`src/rtl/lpht_pkg.sv`:
```
`default_nettype none
package lpht_pkg;
   localparam int SlotBits  = 10;
   localparam int TableSlots = 1 << SlotBits;
   localparam int KeyBits   = 32;
   localparam int CountBits = SlotBits + 1;

   typedef logic [SlotBits-1:0]  slot_type;
   typedef logic [KeyBits-1:0]   key_type;
   typedef logic [CountBits-1:0] count_type;

   typedef enum logic [1:0] {
      OP_FIND   = 2'd0,
      OP_INSERT = 2'd1,
      OP_DELETE = 2'd2,
      OP_SPARE  = 2'd3
   } op_type;

   typedef enum logic [1:0] {
      ST_OK        = 2'd0,
      ST_DUPLICATE = 2'd1,
      ST_FULL      = 2'd2,
      ST_ABSENT    = 2'd3
   } status_type;

   // command passed from the front end to the probe engine
   typedef struct packed {
      op_type  op;
      key_type key;
   } cmd_type;

   typedef enum logic [2:0] {
      S_CLEAR,
      S_IDLE,
      S_PROBE_RD,
      S_PROBE_CHK,
      S_SHIFT_RD,
      S_SHIFT_CHK,
      S_DONE
   } eng_state_type;

   // true when a < b <= c, cyclically
   function automatic logic in_cyclic(slot_type a, slot_type b, slot_type c);
      return ((a < b) && (b <= c)) || ((a < b) && (c < a)) || ((b <= c) && (c < a));
   endfunction
endpackage
`default_nettype wire

```
`src/rtl/lpht_front.sv`:
```
`default_nettype none
module lpht_front
   import lpht_pkg::*;
(
   input  wire         clock,
   input  wire         reset,
   input  wire         in_valid,
   output logic        in_ready,
   input  wire cmd_type in_cmd,
   output logic        q_valid,
   input  wire         q_ready,
   output cmd_type     q_cmd
);
   // two-entry queue; unused request codes fold to find here
   cmd_type    buf_ff [2];
   logic [1:0] cnt_ff, cnt_in;
   logic       rd_ff, rd_in, wr_ff, wr_in;
   logic       push, pop;
   cmd_type    cls;

   always_comb begin
      cls = in_cmd;
      if (in_cmd.op == OP_SPARE) begin
         cls.op = OP_FIND;
      end
   end

   assign in_ready = (cnt_ff != 2'd2);
   assign q_valid  = (cnt_ff != 2'd0);
   assign q_cmd    = buf_ff[rd_ff];
   assign push     = in_valid && in_ready;
   assign pop      = q_valid && q_ready;

   always_comb begin
      cnt_in = cnt_ff + {1'b0, push} - {1'b0, pop};
      rd_in  = rd_ff ^ pop;
      wr_in  = wr_ff ^ push;
   end

   always_ff @(posedge clock) begin
      if (reset) begin
         cnt_ff <= 2'd0;
         rd_ff  <= 1'b0;
         wr_ff  <= 1'b0;
      end else begin
         cnt_ff <= cnt_in;
         rd_ff  <= rd_in;
         wr_ff  <= wr_in;
      end
      if (push) begin
         buf_ff[wr_ff] <= cls;
      end
   end

   assert property (@(posedge clock) disable iff (reset) cnt_ff != 2'd3)
      else $error("queue count out of range");
   assert property (@(posedge clock) disable iff (reset)
      (cnt_ff == 2'd0) |-> (rd_ff == wr_ff))
      else $error("empty queue with pointer skew");
   assert property (@(posedge clock) disable iff (reset)
      q_valid |-> (q_cmd.op != OP_SPARE))
      else $error("unclassified op in queue");
endmodule
`default_nettype wire

```
`config.mk`:
```
export PLATFORM = sky130hd
export DESIGN_NAME = lpht_front
export DESIGN_NICKNAME = d
export VERILOG_FILES = /design/src/rtl/lpht_pkg.sv /design/src/rtl/lpht_front.sv
export SDC_FILE = /design/constraint.sdc
export NUM_CORES = 1
export LEC_CHECK = 0
export ABC_AREA = 1
export BUFFER_PORTS_ARGS = -buffer_cell sky130_fd_sc_hd__buf_2
export CAP_MARGIN = 10
export CORE_ASPECT_RATIO = 2
export CORE_MARGIN = 1.5
export CORE_UTILIZATION = 43
export DETAILED_ROUTE_END_ITERATION = 8
export GPL_TIMING_DRIVEN = 0
export PLACE_DENSITY = 0.67
export SLEW_MARGIN = 0
export SYNTH_ARGS = -nofsm -noshare
export SYNTH_HDL_FRONTEND = slang
export SYNTH_SLANG_ARGS = --single-unit
export TNS_END_PERCENT = 5
```
`constraint.sdc`:
```
create_clock -name clock -period 4.27 [get_ports clock]
set_clock_uncertainty 0.1 [all_clocks]
set_input_delay 1.0675 -clock clock [delete_from_list [all_inputs] [get_ports clock]]
set_output_delay 1.0675 -clock clock [all_outputs]
set_load 0.005 [all_outputs]
```
## Yosys cells after proc, flatten, opt, wreduce, memory -nomap -nowiden

Memories as Yosys holds them, arrays and structs flattened. A register that Yosys moved wholly into a read port is not among the register bits.
Index checks and enable logic that the tools add are counted.

| word-level totals | value |
|---|---|
| bits in registers | 4 |
| latch bits | 0 |
| RAM bits | 68 |
| ROM bits | 0 |
| bits of input ports | 38 |
| output and inout bits | 36 |
| word-level logic and storage cells | 17 |
| memories | 1 |

| operators by class | value |
|---|---|
| add/subtract/negate cells | 2 |
| $mul | 0 |
| divide/modulo/power cells | 0 |
| $lt $le $gt $ge | 0 |
| equal/unequal tests | 2 |
| shifts and indexed selects | 0 |
| multiplexer cells | 4 |
| bitwise logic cells | 2 |
| reduce and logical (&&, ||, !) cells | 3 |

Memory list:

| name | depth | width | read ports | clocked after Yosys merged registers in | wr ports | line | source |
|---|---|---|---|---|---|---|---|
| buf_ff | 2 | 34 | 1 | 1 | 1 | lpht_front.sv:15 | `cmd_type buf_ff [2];` |

Operators by type and width:

| kind | number |
|---|---|
| $mux 1 | 3 |
| $add 2x1->2 | 1 |
| $eq 2x2->1 const B | 1 |
| $logic_and 1x1->1 | 2 |
| $mux 2 | 1 |
| $ne 2x2->1 const B | 1 |
| $reduce_bool 2->1 | 1 |
| $sub 2x1->2 | 1 |
| $xor 1x1->1 | 2 |

## Longest topological paths before layout

| logic depth | value |
|---|---|
| word-level depth | 4 |
| depth in mapped cells | 11 |
| gate-level depth less buffers | 11 |

## Worst setup path after synthesis

No wires, ideal clock.

| path | value |
|---|---|
| kind | input-to-reg |
| start | input port in_valid |
| end | memory buf_ff[1][0] (netlist name) (enable) |
| setup time | 0.425 ns |
| arrival | 2.575 ns |
| required time | 3.745 ns |
| path slack | 1.170 ns |
| stages | 2 |
| buffers on the path | 0 |
| cells stage by stage | nand2_4 > nor2_1 |

| between the ends | value |
|---|---|
| cells in the longest elaborated chain, start to end | 3 |

RTL lines:

| item | line | source |
|---|---|---|
| from (decl) | lpht_front.sv:7 | `input wire in_valid,` |
| $logic_and 1x1->1 | lpht_front.sv:31 | `assign push = in_valid && in_ready;` |
| $mux 1 | lpht_front.sv:50 | `if (push) begin` |
| $mux 1 (implied by the code) | lpht_front.sv:51 | `buf_ff[wr_ff] <= cls;` |
| to (decl) | lpht_front.sv:15 |  |

No other way between the ends.

==> results.sh <==
export IMPL_place_hpwl_um=3030
export IMPL_rsz0062_at_grt="no"
export IMPL_worst_setup_path_type="flop to primary output"
export IMPL_power_frac_seq_pct=43.3
export IMPL_portBuffers=73
export IMPL_switching_power_uw=615
export IMPL_cts_buffers=9
export IMPL_syn_cell_area_mm2=0.00275
export IMPL_cts_sinks=72
export IMPL_hold_path_class="flop to flop"
export IMPL_grt_pass1_wl_um=7190
export IMPL_clockBufferDepth=2
export IMPL_period_share_pct=57.6
export IMPL_drc_errors=0
export IMPL_critPathSlowestCell="dfxtp_1"
export IMPL_intPower_mw=1.59
export IMPL_total_leakage_power_nw=1.54
export IMPL_r2r_end="buf_ff[0][17]"
export IMPL_yosys_area_top_type_share_pct=74.2
export IMPL_cts_setup_buffers=0
export IMPL_synth_sequential_area_ratio_pct=77.2
export IMPL_combPwrFrac_pct=25.2
export IMPL_placed_cell_area_mm2=0.00325
export IMPL_die_width_um=59.6
export IMPL_r2r_start="cnt_ff[0]"
export IMPL_cp_max_fo=10
export IMPL_synth_edf_count=68
export IMPL_sw_frac_of_total_pct=27.9
export IMPL_ys_warn_count=0
export IMPL_crit_required_ps=3100
export IMPL_yosys_register_bits=72
export IMPL_preCtsSetupSlack_ps=1680
export IMPL_cts_tree="yes"
export IMPL_status="finished, final reports clean"
export IMPL_path_clk_slew_ps=50
export IMPL_yosys_top_cells_area="edfxtp_1, nand2_1, dfxtp_1"
export IMPL_insertion_delay_ps=320
export IMPL_async_reset_ff_share_pct=0
export IMPL_fillCellCount=559
export IMPL_fin_util_pct=56.4
export IMPL_final_area_mm2=0.00353
export IMPL_antenna_found_initial=0
export IMPL_ctsHoldBuffers=0
export IMPL_drt_pass1_iterations=4
export IMPL_hold_viol_final=0
export IMPL_core_mm2=0.00626
export IMPL_fmax_mhz=407
export IMPL_critPathMaxStageDelay_ps=300
export IMPL_relSlewSlack_pct=43.8
export IMPL_fin_crit_ps=2460
export IMPL_io_pins=74
export IMPL_antennaDiodeCount=0
export IMPL_root_buffer="clkbuf_16"
export IMPL_finalWirelength_um=4700
export IMPL_grt_pass1_vias=1607
export IMPL_tightest_slew_ps=844
export IMPL_grt_usage_pct=15.1
export IMPL_die_area_mm2=0.00691
export IMPL_yosysMostFrequentCell="nand2_1"
export IMPL_setup_ws_ps=1810
export IMPL_fin_hold_ws_ps=545
export IMPL_gr_total_overflow=0
export IMPL_drive_above_1_share_pct=33.1
export IMPL_ctsHtreeMaxLevel=3
export IMPL_synthTopCellsByCount="nand2_1, edfxtp_1, inv_1"
export IMPL_detail_route_wl_per_cell_um=12.0
export IMPL_synthCells=215
export IMPL_avgSynthCellArea_um2=12.8
export IMPL_start_util_pct=43.9
export IMPL_ff2ff_path_depth=5
export IMPL_powerDensity_mw_per_mm2=623
export IMPL_critPathLaunchType="flop"
export IMPL_synth_top_cell_by_area="edfxtp_1"
export IMPL_min_to="wr_ff"
export IMPL_drtIter0Drc=79
export IMPL_hold_start="wr_ff"
export IMPL_slew_violations=0
export IMPL_area_delta_synth_final_pct=28.4
export IMPL_synth_fp_nets=255
export IMPL_cap_viol_max_count=0
export IMPL_critPathCaptureType="primary output"
export IMPL_yosysUniqueCellTypes=19
export IMPL_ant_nets=0
export IMPL_nets=340
export IMPL_synth_top_flop_cell="edfxtp_1"
export IMPL_vias=1700
export IMPL_place_gp_congestion=0.684
export IMPL_die_y_um=116
export IMPL_worstHoldPathCells=3
export IMPL_path_cells="buf_4 -> buf_2 -> nand2_1 -> nand2_1 -> buf_2"
export IMPL_pwr_share_clk_pct=31.4
export IMPL_r2r_slack_ps=2360
export IMPL_drt_vias_per_instance=4.35
export IMPL_std_cell_rows=41
export IMPL_setup_violations=0
export IMPL_cp_arrival_ps=1290
export IMPL_fin_setup_tns_ps=0
export IMPL_ir_worst_vdd_v=0.000377
export IMPL_ctsResizeCount=0
export IMPL_grt_max_degree=35
==> sequential cells by signal, summed over array words and instances (netlist names) <==
register,flops
wr_ff,1
rd_ff,1
cnt_ff,2
buf_ff,68
==> layout by cell type, fill, tap and decap left out <==
cell type / count
o21ai_1: 1
buf_4: 2
clkinv_2: 1
nand2_1: 106
edfxtp_1: 68
nor2_4: 2
nor3_1: 1
nand3_2: 1
nand2_4: 1
nor2_2: 1
buf_12: 1
a21oi_2: 1
buf_2: 75
clkbuf_16: 9
clkinv_1: 4
ha_1: 1
ha_2: 1
bufinv_16: 1
nand2_2: 1
nor2_1: 6
clkbuf_1: 1
dfxtp_1: 4
buf_6: 3
inv_1: 11
inv_4: 1
xnor2_1: 1
==> power groups by stage <==
stage / Sequential [mW] / Combinational, mW / Clock [mW]
global route: 0.963 / 0.641 / 0.735
floorplan: 0.963 / 0.329 / 0
detailed placement: 0.966 / 0.566 / 0
global placement: 0.968 / 0.543 / 0
CTS: 0.954 / 0.571 / 0.706
finish: 0.953 / 0.556 / 0.692
==> layout make-up <==
cell class,count,area (um2),share of cell area [%]
clock inverters,6,50.0,1.42
plain buffers,7,58.8,1.66
clock buffers,10,229,6.48
multi-input cells,124,532,15.1
inverters,12,47.5,1.35
repair buffers,74,385,10.9
flip-flops and latches,72,2120,60.1
well taps,86,108,3.05
==> logic make-up (layout without fill, tap and decap cells) <==
family | count (synthesis) | after routing | synth area share, %
xor+xnor | 1 | 1 | 0.319
fa+ha+maj | 2 | 2 | 0.910
buf+inv | 19 | 109 | 3.87
compound gates | 2 | 2 | 0.500
flops | 72 | 72 | 77.2
simple gates | 119 | 119 | 17.2
==> per-stage QoR <==
stage	instances	total power [mW]
after floorplan	215	1.29
after global placement	374	1.51
after detailed placement	375	1.53
after CTS	391	2.23
after global routing	391	2.34
final	391	2.20
==> critical path, delay by kind of cell, from the launching register on <==
family / cells / cell delay [ps]
simple gates: 2 / 150
flops: 1 / 300
buf+inv: 3 / 510
==> how the worst max path moves through the flow <==
stage	startpoint	endpoint	slack, ps	cells after the start
final	rd_ff	q_cmd[26]	1810	5
after CTS	rd_ff	q_cmd[26]	1780	5
after detailed placement	in_valid	buf_ff[0][22]	1680	4
after global routing	rd_ff	q_cmd[20]	1700	5
after floorplan	in_valid	buf_ff[1][0]	1170	2
after global placement	in_valid	buf_ff[1][24]	250	3
==> layer usage <==
metal  share of wire (%)  up-vias  GRT usage, %
li1                    -      879             -
met4                 2.8        0          9.93
met1                  36      761          14.3
met3                 6.6       10          6.87
met5                   0        -             0
met2                  54       50          25.3
No activity file was read; power rests on OpenSTA's default activity.
